--- src/hdl/rsa_pkg.sv ---
package rsa_pkg;

   // field widths of the item channels
   localparam int SAMPLE_W = 16;
   localparam int RANGE_W  = 17;
   localparam int MEAN_W   = 24;
   localparam int DEV_W    = 25;

   // accumulator widths
   localparam int COUNT_W  = 17;
   localparam int SUM_W    = 33;
   localparam int MAG_W    = 32;
   localparam int SQ_W     = 48;

   // serial multiplier: wide multiplicand, multiplier consumed one bit a cycle
   localparam int MUL_A_W  = 64;
   localparam int MUL_B_W  = 32;

   // serial divider: dividend consumed one bit a cycle
   localparam int DIV_N_W  = 80;
   localparam int DIV_D_W  = 35;

   // serial square root: two radicand bits a cycle
   localparam int RAD_W    = 48;
   localparam int ROOT_W   = RAD_W / 2;

endpackage

--- src/hdl/rsa_mul.sv ---
module rsa_mul (
   input  logic                             clock,
   input  logic                             reset,
   input  logic                             start,
   input  logic [rsa_pkg::MUL_A_W-1:0]      multiplicand,
   input  logic [rsa_pkg::MUL_B_W-1:0]      multiplier,
   output logic                             done,
   output logic [rsa_pkg::MUL_A_W-1:0]      product
);

   localparam int CNT_W = $clog2(rsa_pkg::MUL_B_W);

   logic [rsa_pkg::MUL_A_W-1:0] acc_ff, acc_in;
   logic [rsa_pkg::MUL_A_W-1:0] a_ff, a_in;
   logic [rsa_pkg::MUL_B_W-1:0] b_ff, b_in;
   logic [CNT_W-1:0]            cnt_ff, cnt_in;
   logic                        busy_ff, busy_in;
   logic                        done_ff, done_in;

   // shift and add, one multiplier bit per cycle
   always_comb begin
      acc_in  = acc_ff;
      a_in    = a_ff;
      b_in    = b_ff;
      cnt_in  = cnt_ff;
      busy_in = busy_ff;
      done_in = 1'b0;
      if (start) begin
         acc_in  = '0;
         a_in    = multiplicand;
         b_in    = multiplier;
         cnt_in  = '0;
         busy_in = 1'b1;
      end else if (busy_ff) begin
         if (b_ff[0]) begin
            acc_in = acc_ff + a_ff;
         end
         a_in   = {a_ff[rsa_pkg::MUL_A_W-2:0], 1'b0};
         b_in   = {1'b0, b_ff[rsa_pkg::MUL_B_W-1:1]};
         cnt_in = cnt_ff + CNT_W'(1);
         if (cnt_ff == CNT_W'(rsa_pkg::MUL_B_W - 1)) begin
            busy_in = 1'b0;
            done_in = 1'b1;
         end
      end
   end

   always_ff @(posedge clock) begin
      acc_ff <= acc_in;
      a_ff   <= a_in;
      b_ff   <= b_in;
      cnt_ff <= cnt_in;
      if (reset) begin
         busy_ff <= 1'b0;
         done_ff <= 1'b0;
      end else begin
         busy_ff <= busy_in;
         done_ff <= done_in;
      end
   end

   assign done    = done_ff;
   assign product = acc_ff;

endmodule

--- src/hdl/rsa_div.sv ---
module rsa_div (
   input  logic                             clock,
   input  logic                             reset,
   input  logic                             start,
   input  logic [rsa_pkg::DIV_N_W-1:0]      dividend,
   input  logic [rsa_pkg::DIV_D_W-1:0]      divisor,
   output logic                             done,
   output logic [rsa_pkg::DIV_N_W-1:0]      quotient
);

   localparam int CNT_W = $clog2(rsa_pkg::DIV_N_W);
   localparam int REM_W = rsa_pkg::DIV_D_W + 1;

   logic [rsa_pkg::DIV_N_W-1:0] quo_ff, quo_in;
   logic [rsa_pkg::DIV_D_W-1:0] den_ff, den_in;
   logic [rsa_pkg::DIV_D_W-1:0] rem_ff, rem_in;
   logic [CNT_W-1:0]            cnt_ff, cnt_in;
   logic                        busy_ff, busy_in;
   logic                        done_ff, done_in;
   logic [REM_W-1:0]            trial;
   logic                        fits;

   // restoring division, one quotient bit per cycle
   always_comb begin
      trial   = {rem_ff, quo_ff[rsa_pkg::DIV_N_W-1]};
      fits    = trial >= {1'b0, den_ff};
      quo_in  = quo_ff;
      den_in  = den_ff;
      rem_in  = rem_ff;
      cnt_in  = cnt_ff;
      busy_in = busy_ff;
      done_in = 1'b0;
      if (start) begin
         quo_in  = dividend;
         den_in  = divisor;
         rem_in  = '0;
         cnt_in  = '0;
         busy_in = 1'b1;
      end else if (busy_ff) begin
         if (fits) begin
            rem_in = rsa_pkg::DIV_D_W'(trial - {1'b0, den_ff});
         end else begin
            rem_in = trial[rsa_pkg::DIV_D_W-1:0];
         end
         quo_in = {quo_ff[rsa_pkg::DIV_N_W-2:0], fits};
         cnt_in = cnt_ff + CNT_W'(1);
         if (cnt_ff == CNT_W'(rsa_pkg::DIV_N_W - 1)) begin
            busy_in = 1'b0;
            done_in = 1'b1;
         end
      end
   end

   always_ff @(posedge clock) begin
      quo_ff <= quo_in;
      den_ff <= den_in;
      rem_ff <= rem_in;
      cnt_ff <= cnt_in;
      if (reset) begin
         busy_ff <= 1'b0;
         done_ff <= 1'b0;
      end else begin
         busy_ff <= busy_in;
         done_ff <= done_in;
      end
   end

   assign done     = done_ff;
   assign quotient = quo_ff;

endmodule

--- src/hdl/rsa_sqrt.sv ---
module rsa_sqrt (
   input  logic                             clock,
   input  logic                             reset,
   input  logic                             start,
   input  logic [rsa_pkg::RAD_W-1:0]        radicand,
   output logic                             done,
   output logic [rsa_pkg::ROOT_W-1:0]       root
);

   localparam int CNT_W = $clog2(rsa_pkg::ROOT_W);
   localparam int REM_W = rsa_pkg::ROOT_W + 3;

   logic [rsa_pkg::RAD_W-1:0]  rad_ff, rad_in;
   logic [rsa_pkg::ROOT_W-1:0] root_ff, root_in;
   logic [REM_W-1:0]           rem_ff, rem_in;
   logic [CNT_W-1:0]           cnt_ff, cnt_in;
   logic                       busy_ff, busy_in;
   logic                       done_ff, done_in;
   logic [REM_W-1:0]           partial;
   logic [REM_W-1:0]           trial;

   // digit by digit root, two radicand bits per cycle
   always_comb begin
      partial = {rem_ff[REM_W-3:0], rad_ff[rsa_pkg::RAD_W-1:rsa_pkg::RAD_W-2]};
      trial   = {1'b0, root_ff, 2'b01};
      rad_in  = rad_ff;
      root_in = root_ff;
      rem_in  = rem_ff;
      cnt_in  = cnt_ff;
      busy_in = busy_ff;
      done_in = 1'b0;
      if (start) begin
         rad_in  = radicand;
         root_in = '0;
         rem_in  = '0;
         cnt_in  = '0;
         busy_in = 1'b1;
      end else if (busy_ff) begin
         if (partial >= trial) begin
            rem_in  = partial - trial;
            root_in = {root_ff[rsa_pkg::ROOT_W-2:0], 1'b1};
         end else begin
            rem_in  = partial;
            root_in = {root_ff[rsa_pkg::ROOT_W-2:0], 1'b0};
         end
         rad_in = {rad_ff[rsa_pkg::RAD_W-3:0], 2'b00};
         cnt_in = cnt_ff + CNT_W'(1);
         if (cnt_ff == CNT_W'(rsa_pkg::ROOT_W - 1)) begin
            busy_in = 1'b0;
            done_in = 1'b1;
         end
      end
   end

   always_ff @(posedge clock) begin
      rad_ff  <= rad_in;
      root_ff <= root_in;
      rem_ff  <= rem_in;
      cnt_ff  <= cnt_in;
      if (reset) begin
         busy_ff <= 1'b0;
         done_ff <= 1'b0;
      end else begin
         busy_ff <= busy_in;
         done_ff <= done_in;
      end
   end

   assign done = done_ff;
   assign root = root_ff;

endmodule

--- src/hdl/row_statistics_accumulator.sv ---
// Row statistics accumulator. Signed samples arrive on the req channel, one item per
// cycle while the block is idle, and are folded into count, minimum, maximum, sum and
// sum of squares. An item with req_tlast set closes the row: the block then stops
// taking items while a shared bit-serial multiplier forms n*sum_sq, sum^2 and n^2, a
// bit-serial divider forms the rounded mean and the variance and a serial root unit
// gives the deviation; the result is then loaded, and only then is the next item
// taken. An empty row goes straight to loading its result; either waits longer while
// the previous result still waits on rsp_tready. Mean and deviation carry
// FRACTION_BITS fraction bits; an empty row returns -1 in every field with row_empty
// set in rsp_tuser. Samples beyond MAX_ROW_LENGTH in one row are dropped.
module row_statistics_accumulator #(
   parameter int MAX_ROW_LENGTH = 65536,
   parameter int SAMPLE_BITS    = 16,
   parameter int FRACTION_BITS  = 8
) (
   input  logic         clock,
   input  logic         reset,
   input  logic         req_tvalid,
   output logic         req_tready,
   input  logic [15:0]  req_tdata,   // sample[15:0]
   input  logic         req_tlast,   // row_end
   output logic         rsp_tvalid,
   input  logic         rsp_tready,
   output logic [103:0] rsp_tdata,   // row_min[15:0], row_max[31:16], row_range[48:32],
                                     // row_mean[72:49], row_deviation[97:73], zero fill
   output logic         rsp_tuser    // row_empty
);

   localparam int SW = rsa_pkg::SAMPLE_W;
   localparam int CW = rsa_pkg::COUNT_W;
   localparam int RANGE_W_L = rsa_pkg::RANGE_W;
   localparam logic [CW-1:0] MAX_LEN = CW'(MAX_ROW_LENGTH);
   localparam logic [SW-1:0] MIN_RESET = SW'((32'd1 << (SAMPLE_BITS - 1)) - 32'd1);
   localparam logic [SW-1:0] MAX_RESET = SW'(-(32'sd1 <<< (SAMPLE_BITS - 1)));
   localparam logic [rsa_pkg::DEV_W-1:0] NEG_ONE_FX =
      ~((rsa_pkg::DEV_W'(1) << FRACTION_BITS) - rsa_pkg::DEV_W'(1));

   localparam logic [2:0] ST_IDLE     = 3'd0;
   localparam logic [2:0] ST_MUL_NS2  = 3'd1;
   localparam logic [2:0] ST_MUL_MM   = 3'd2;
   localparam logic [2:0] ST_MUL_NN   = 3'd3;
   localparam logic [2:0] ST_DIV_MEAN = 3'd4;
   localparam logic [2:0] ST_DIV_VAR  = 3'd5;
   localparam logic [2:0] ST_ROOT     = 3'd6;
   localparam logic [2:0] ST_FINISH   = 3'd7;

   logic [2:0]  state_ff, state_in;

   // running accumulators
   logic [CW-1:0]               count_ff, count_in;
   logic signed [SW-1:0]        min_ff, min_in;
   logic signed [SW-1:0]        max_ff, max_in;
   logic signed [rsa_pkg::SUM_W-1:0] sum_ff, sum_in;
   logic [rsa_pkg::SQ_W-1:0]    sq_ff, sq_in;

   // row snapshot and intermediate results
   logic [CW-1:0]               fin_n_ff, fin_n_in;
   logic [rsa_pkg::MAG_W-1:0]   fin_mag_ff, fin_mag_in;
   logic                        fin_neg_ff, fin_neg_in;
   logic [rsa_pkg::SQ_W-1:0]    fin_sq_ff, fin_sq_in;
   logic [SW-1:0]               fin_min_ff, fin_min_in;
   logic [SW-1:0]               fin_max_ff, fin_max_in;
   logic                        fin_empty_ff, fin_empty_in;
   logic [rsa_pkg::MUL_A_W-1:0] p_ns2_ff, p_ns2_in;
   logic [rsa_pkg::MUL_A_W-1:0] p_mm_ff, p_mm_in;
   logic [2*CW-1:0]             p_nn_ff, p_nn_in;
   logic [rsa_pkg::MEAN_W-1:0]  q_ff, q_in;
   logic [rsa_pkg::DEV_W-1:0]   dev_ff, dev_in;

   logic        mul_start_ff, mul_start_in;
   logic        div_start_ff, div_start_in;
   logic        sqrt_start_ff, sqrt_start_in;

   logic          rsp_valid_ff, rsp_valid_in;
   logic [103:0]  rsp_data_ff, rsp_data_in;
   logic          rsp_empty_ff, rsp_empty_in;

   logic signed [SW-1:0]        smp;
   logic [2*SW-1:0]             smp_sq;
   logic                        accept;
   logic [rsa_pkg::SUM_W-1:0]   neg_sum;

   logic [rsa_pkg::MUL_A_W-1:0] mul_a;
   logic [rsa_pkg::MUL_B_W-1:0] mul_b;
   logic                        mul_done;
   logic [rsa_pkg::MUL_A_W-1:0] mul_p;
   logic [rsa_pkg::DIV_N_W-1:0] div_n;
   logic [rsa_pkg::DIV_D_W-1:0] div_d;
   logic                        div_done;
   logic [rsa_pkg::DIV_N_W-1:0] div_q;
   logic                        sqrt_done;
   logic [rsa_pkg::ROOT_W-1:0]  sqrt_root;
   logic [rsa_pkg::MUL_A_W-1:0] var_num;
   logic [rsa_pkg::MEAN_W-1:0]  mean_out;
   logic [RANGE_W_L-1:0]        range_out;

   assign accept     = req_tvalid && req_tready;
   assign req_tready = (state_ff == ST_IDLE);

   // sample taken from its low bits, sign extended
   assign smp    = $signed(req_tdata << (SW - SAMPLE_BITS)) >>> (SW - SAMPLE_BITS);
   assign smp_sq = $unsigned((2*SW)'(smp) * (2*SW)'(smp));
   assign neg_sum = rsa_pkg::SUM_W'(-sum_ff);

   // accumulate samples, snapshot and clear at row end
   always_comb begin
      count_in   = count_ff;
      min_in     = min_ff;
      max_in     = max_ff;
      sum_in     = sum_ff;
      sq_in      = sq_ff;
      fin_n_in   = fin_n_ff;
      fin_mag_in = fin_mag_ff;
      fin_neg_in = fin_neg_ff;
      fin_sq_in  = fin_sq_ff;
      fin_min_in = fin_min_ff;
      fin_max_in = fin_max_ff;
      fin_empty_in = fin_empty_ff;
      if (accept && !req_tlast) begin
         if (count_ff < MAX_LEN) begin
            if (smp < min_ff) min_in = smp;
            if (smp > max_ff) max_in = smp;
            sum_in   = sum_ff + rsa_pkg::SUM_W'(smp);
            sq_in    = sq_ff + rsa_pkg::SQ_W'(smp_sq);
            count_in = count_ff + CW'(1);
         end
      end else if (accept) begin
         fin_n_in     = count_ff;
         fin_neg_in   = sum_ff[rsa_pkg::SUM_W-1];
         fin_mag_in   = sum_ff[rsa_pkg::SUM_W-1] ? neg_sum[rsa_pkg::MAG_W-1:0]
                                                 : sum_ff[rsa_pkg::MAG_W-1:0];
         fin_sq_in    = sq_ff;
         fin_min_in   = min_ff;
         fin_max_in   = max_ff;
         fin_empty_in = (count_ff == '0);
         count_in = '0;
         min_in   = MIN_RESET;
         max_in   = MAX_RESET;
         sum_in   = '0;
         sq_in    = '0;
      end
   end

   // operand selection for the shared serial units
   assign var_num = p_ns2_ff - p_mm_ff;
   always_comb begin
      unique case (state_ff)
         ST_MUL_NS2: begin
            mul_a = rsa_pkg::MUL_A_W'(fin_sq_ff);
            mul_b = rsa_pkg::MUL_B_W'(fin_n_ff);
         end
         ST_MUL_MM: begin
            mul_a = rsa_pkg::MUL_A_W'(fin_mag_ff);
            mul_b = fin_mag_ff;
         end
         default: begin
            mul_a = rsa_pkg::MUL_A_W'(fin_n_ff);
            mul_b = rsa_pkg::MUL_B_W'(fin_n_ff);
         end
      endcase
      if (state_ff == ST_DIV_MEAN) begin
         div_n = (rsa_pkg::DIV_N_W'(fin_mag_ff) << (FRACTION_BITS + 1))
                 + rsa_pkg::DIV_N_W'(fin_n_ff);
         div_d = rsa_pkg::DIV_D_W'({fin_n_ff, 1'b0});
      end else begin
         div_n = rsa_pkg::DIV_N_W'(var_num) << (2 * FRACTION_BITS);
         div_d = rsa_pkg::DIV_D_W'(p_nn_ff);
      end
   end

   assign mean_out  = fin_neg_ff ? rsa_pkg::MEAN_W'(-q_ff) : q_ff;
   assign range_out = RANGE_W_L'($signed(fin_max_ff)) - RANGE_W_L'($signed(fin_min_ff));

   // row end sequencer
   always_comb begin
      state_in      = state_ff;
      mul_start_in  = 1'b0;
      div_start_in  = 1'b0;
      sqrt_start_in = 1'b0;
      p_ns2_in      = p_ns2_ff;
      p_mm_in       = p_mm_ff;
      p_nn_in       = p_nn_ff;
      q_in          = q_ff;
      dev_in        = dev_ff;
      rsp_valid_in  = rsp_valid_ff && !rsp_tready;
      rsp_data_in   = rsp_data_ff;
      rsp_empty_in  = rsp_empty_ff;
      unique case (state_ff)
         ST_IDLE: begin
            if (accept && req_tlast) begin
               if (count_ff == '0) begin
                  state_in = ST_FINISH;
               end else begin
                  state_in     = ST_MUL_NS2;
                  mul_start_in = 1'b1;
               end
            end
         end
         ST_MUL_NS2: begin
            if (mul_done) begin
               p_ns2_in     = mul_p;
               state_in     = ST_MUL_MM;
               mul_start_in = 1'b1;
            end
         end
         ST_MUL_MM: begin
            if (mul_done) begin
               p_mm_in      = mul_p;
               state_in     = ST_MUL_NN;
               mul_start_in = 1'b1;
            end
         end
         ST_MUL_NN: begin
            if (mul_done) begin
               p_nn_in      = mul_p[2*CW-1:0];
               state_in     = ST_DIV_MEAN;
               div_start_in = 1'b1;
            end
         end
         ST_DIV_MEAN: begin
            if (div_done) begin
               q_in         = div_q[rsa_pkg::MEAN_W-1:0];
               state_in     = ST_DIV_VAR;
               div_start_in = 1'b1;
            end
         end
         ST_DIV_VAR: begin
            if (div_done) begin
               state_in      = ST_ROOT;
               sqrt_start_in = 1'b1;
            end
         end
         ST_ROOT: begin
            if (sqrt_done) begin
               dev_in   = rsa_pkg::DEV_W'(sqrt_root);
               state_in = ST_FINISH;
            end
         end
         ST_FINISH: begin
            if (!rsp_valid_ff || rsp_tready) begin
               rsp_valid_in = 1'b1;
               rsp_empty_in = fin_empty_ff;
               if (fin_empty_ff) begin
                  rsp_data_in = {6'b0, NEG_ONE_FX, NEG_ONE_FX[rsa_pkg::MEAN_W-1:0],
                                 {RANGE_W_L{1'b1}}, {SW{1'b1}}, {SW{1'b1}}};
               end else begin
                  rsp_data_in = {6'b0, dev_ff, mean_out, range_out, fin_max_ff, fin_min_ff};
               end
               state_in = ST_IDLE;
            end
         end
         default: begin
            state_in = ST_IDLE;
         end
      endcase
   end

   always_ff @(posedge clock) begin
      fin_n_ff     <= fin_n_in;
      fin_mag_ff   <= fin_mag_in;
      fin_neg_ff   <= fin_neg_in;
      fin_sq_ff    <= fin_sq_in;
      fin_min_ff   <= fin_min_in;
      fin_max_ff   <= fin_max_in;
      fin_empty_ff <= fin_empty_in;
      p_ns2_ff     <= p_ns2_in;
      p_mm_ff      <= p_mm_in;
      p_nn_ff      <= p_nn_in;
      q_ff         <= q_in;
      dev_ff       <= dev_in;
      rsp_data_ff  <= rsp_data_in;
      rsp_empty_ff <= rsp_empty_in;
      if (reset) begin
         state_ff      <= ST_IDLE;
         count_ff      <= '0;
         min_ff        <= MIN_RESET;
         max_ff        <= MAX_RESET;
         sum_ff        <= '0;
         sq_ff         <= '0;
         mul_start_ff  <= 1'b0;
         div_start_ff  <= 1'b0;
         sqrt_start_ff <= 1'b0;
         rsp_valid_ff  <= 1'b0;
      end else begin
         state_ff      <= state_in;
         count_ff      <= count_in;
         min_ff        <= min_in;
         max_ff        <= max_in;
         sum_ff        <= sum_in;
         sq_ff         <= sq_in;
         mul_start_ff  <= mul_start_in;
         div_start_ff  <= div_start_in;
         sqrt_start_ff <= sqrt_start_in;
         rsp_valid_ff  <= rsp_valid_in;
      end
   end

   // serial arithmetic units
   rsa_mul u_mul (
      .clock        (clock),
      .reset        (reset),
      .start        (mul_start_ff),
      .multiplicand (mul_a),
      .multiplier   (mul_b),
      .done         (mul_done),
      .product      (mul_p)
   );

   rsa_div u_div (
      .clock    (clock),
      .reset    (reset),
      .start    (div_start_ff),
      .dividend (div_n),
      .divisor  (div_d),
      .done     (div_done),
      .quotient (div_q)
   );

   rsa_sqrt u_sqrt (
      .clock    (clock),
      .reset    (reset),
      .start    (sqrt_start_ff),
      .radicand (div_q[rsa_pkg::RAD_W-1:0]),
      .done     (sqrt_done),
      .root     (sqrt_root)
   );

   assign rsp_tvalid = rsp_valid_ff;
   assign rsp_tdata  = rsp_data_ff;
   assign rsp_tuser  = rsp_empty_ff;

endmodule

--- config.mk ---
export PLATFORM = sky130hd
export DESIGN_NAME = row_statistics_accumulator
export DESIGN_NICKNAME = d
export VERILOG_FILES = /design/src/hdl/rsa_pkg.sv /design/src/hdl/rsa_mul.sv /design/src/hdl/rsa_div.sv /design/src/hdl/rsa_sqrt.sv /design/src/hdl/row_statistics_accumulator.sv
export SDC_FILE = /design/constraint.sdc
export NUM_CORES = 2
export LEC_CHECK = 0
export BUFFER_PORTS_ARGS = -buffer_cell sky130_fd_sc_hd__buf_2
export CORE_MARGIN = 10
export CORE_UTILIZATION = 64
export DETAILED_ROUTE_END_ITERATION = 6
export PLACE_DENSITY = 0.81
export SLEW_MARGIN = 20
export SYNTH_ARGS = -nofsm -noshare
export SYNTH_HDL_FRONTEND = slang
export SYNTH_HIERARCHICAL = 1
export SYNTH_SLANG_ARGS = --single-unit
--- constraint.sdc ---
create_clock -name clock -period 11.1 [get_ports clock]
set_input_delay 0.555 -clock clock [delete_from_list [all_inputs] [get_ports clock]]
set_output_delay 0.555 -clock clock [all_outputs]
set_load 0.005 [all_outputs]
==> results.json <==
{
  "worstRegToRegCells": 13,
  "antenna_left": 0,
  "slowest_delay_ns": 0.55,
  "area_growth_pct": 8.27,
  "viasPerCell": 6.21,
  "antenna_found_initial": 2,
  "synth-seq-cells": 1007,
  "max-clock-path-buffers": 3,
  "overflow": 0,
  "final_max_slew_viol_count": 0,
  "via_count": 47956,
  "ys_top_cells_by_count": "699 x edfxtp_1, 599 x inv_1, 552 x nand2_1",
  "cp.required_ns": 11.73,
  "combinationalPowerShare_pct": 56.9,
  "synth.area.top_cells": "edfxtp_1 32%, dfxtp_1 9.5%, ha_1 7.7%, fa_1 7.6%, mux2_2 4.2%",
  "swShare_pct": 43.2,
  "clkPwrFrac_pct": 19.3,
  "num_rows": 116,
  "drive_above_1_share_pct": 11.7,
  "power.density_nw_per_um2": 278,
  "critical_path.endpoint": "sq_ff[46]",
  "critical-path-slowest-cell": "fa_1",
  "cts_resized": 0,
  "cellLeakagePower_nw": 28.8,
  "startpoint": "req_tdata[5]",
  "power.total_mw": 19.4,
  "fill_cells": 7186,
  "drt_first_iter_violations": 4654,
  "die_area_sq_um": 114000,
  "grt_util_all_layers_pct": 26.8,
  "gp_congestion": 0.950,
  "min_period_ns": 8.02,
  "die_w_microns": 338,
  "fin_skew_ns": 0.0513,
  "r2r_start": "p_mm_ff[0]",
  "nets": 7001,
  "rsz0062_at_grt": "false",
  "synthFlopType": "edfxtp_1",
  "min_path_type": "in -> reg",
  "drc": 0,
  "maxSlewHeadroom_pct": 24.9,
  "yosysWarnings": 6,
  "synth_edf_count": 699,
  "finalSetupTns_ns": 0,
  "peakVddDrop_mv": 0.509,
  "yosysTopAreaCell": "edfxtp_1",
  "avgRoutedWirePerCell_microns": 20.3,
  "tightest_slew_ns": 1.12,
  "grt_max_degree": 81,
  "grt_pass1_vias": 46126,
  "cts_setup_buffers": 0,
  "h-tree-depth": 3,
  "final_area_sq_um": 70000,
  "clock_latency_ns": 0.73,
  "routed_wirelength_microns": 157000,
  "netlist_area_sq_um": 64600,
  "worst-path-max-fanout": 24,
  "die_h_microns": 338,
  "hpwl_microns": 114000,
  "crit_type": "in -> reg",
  "cp-end-kind": "flop",
  "fin_crit_sh_pct": 72.3,
  "clk_pin_slew_ns": 0.06,
  "power.internal_mw": 11.0,
  "cp-start-kind": "input pin",
  "synthCells": 6331,
  "async_reset_ff_share_pct": 0,
  "r2r_slack_ns": 6.77,
  "cap_violations": 0,
  "io_pins": 128,
  "hold_buffers": 0,
  "finalSetupViolations": 0,
  "clkSinkCount": 1007,
  "ys_types": 119,
  "seqPwrFrac_pct": 23.8,
  "cts_tree": "yes",
  "cts-root-buf": "clkbuf_16",
  "grt_pass1_wl_microns": 248000,
  "rr_endpoint": "u_div/quotient[76]",
  "dr.pass1.iters": 6,
  "start_util_pct": 64.6,
  "synth.most_common_cell": "edfxtp_1",
  "synth_top_area_share_pct": 32.5,
  "status": "finished clean",
  "cp.arrival_ns": 8.66,
  "dpl_cell_area_sq_um": 66200,
  "port_buffers": 121,
  "hold_viol": 0,
  "syn_avg_cell_area_sq_um": 10.2,
  "cts_buffers": 105,
  "net-switching-power_mw": 8.39,
  "placeableCoreArea_sq_um": 100000,
  "fmax_mhz": 125,
  "ys_seq_area_share_pct": 42.0
}
[cells in the final DEF (no fill, tap or decap), types with 47 or more instances in the layout]
cell and instances:
edfxtp_1 699, inv_1 597, nand2_1 551, nor2_1 424
ha_1 398, a21oi_1 382, dfxtp_1 303, fa_1 244
mux2_2 239, xnor2_1 214, o21ai_0 196, a21o_1 164
xor2_1 136, nand3_1 126, and2_1 121, buf_2 121
clkbuf_16 108, nor3_1 73, nand2b_1 71, nand4_1 69
a22oi_1 60, and3_1 60, or2_2 60, o21bai_1 54
nor2b_1 54, o21a_1 47
[per-layer routing]
metal	wire (microns)	share of wire (%)	track usage, %
met3	11800	7.6	3.83
met2	72400	46	42.6
met4	4510	2.9	8.20
met1	67800	43	38.0
met5	0	0	0
[registers in the layout, indices dropped and copies added, names as in the netlist, 35 cells and up]
| signal | flops |
|---|---|
| rsp_tdata | 98 |
| u_mul/a_ff | 64 |
| sq_ff | 48 |
| u_mul/product | 64 |
| u_div/den_ff | 35 |
| p_mm_ff | 64 |
| p_ns2_ff | 64 |
| u_sqrt/rad_ff | 48 |
| u_div/rem_ff | 35 |
| u_div/quotient | 80 |
| fin_sq_ff | 48 |
[stage by stage]
stage | hold WS [ns] | utilization [%] | std cells | setup WS [ns]
final | 0.255 | 69.9 | 7728 | 3.08
after global routing | 0.281 | 69.9 | 7728 | 2.57
after detailed placement | 0.426 | 66.1 | 7527 | 2.41
after global placement | 0.417 | 66.1 | 7527 | 2.57
after floorplan | 0.406 | - | 6353 | 3.28
after CTS | 0.230 | 69.8 | 7725 | 3.15
[worst min-delay path by stage]
stage | start | end | cells past startpoint
3_5_place_dp | max_ff[15] | fin_max_ff[15] | 0
4_1_cts | rsp_tready | rsp_tvalid | 4
2_1_floorplan | sum_ff[32] | fin_neg_ff | 0
3_3_place_gp | max_ff[15] | fin_max_ff[15] | 0
6_report | rsp_tready | rsp_tvalid | 4
5_1_grt | rsp_tready | rsp_tvalid | 4
[critical path, delay by kind of cell]
kind	cells	cell delay, ns
buf+inv	7	0.78
xor+xnor	1	0.10
simple gates	5	0.96
fa+ha+maj	8	3.86
compound gates	12	2.39
[cells by family after synthesis]
group,count (synthesis),synth area share (%)
simple gates,1788,13.5
compound gates,1374,14.4
flops,1007,42.0
buf+inv,893,5.33
fa+ha+maj,642,15.3
xor+xnor,350,4.74
mux,276,4.74
other cells,1,0.00580
[cell type report]
cell class	count	area [sq um]	share of cell area [%]
well taps	1298	1620	2.32
repair buffers	167	978	1.40
clock inverters	58	764	1.09
flip-flops and latches	1007	27200	38.8
multi-input cells	4453	34200	48.9
diodes	1	2.50	0.00358
clock buffers	140	2970	4.25
inverters	604	2270	3.24
[power groups by stage]
stage	clock (mW)	combinational, mW	sequential (mW)
after detailed placement	0	10.9	4.70
final	3.75	11.0	4.63
after floorplan	0	8.84	4.54
after global placement	0	10.5	4.68
after CTS	3.80	10.9	4.62
after global routing	3.95	12.3	4.66
No activity file was read; power rests on OpenSTA's default activity.
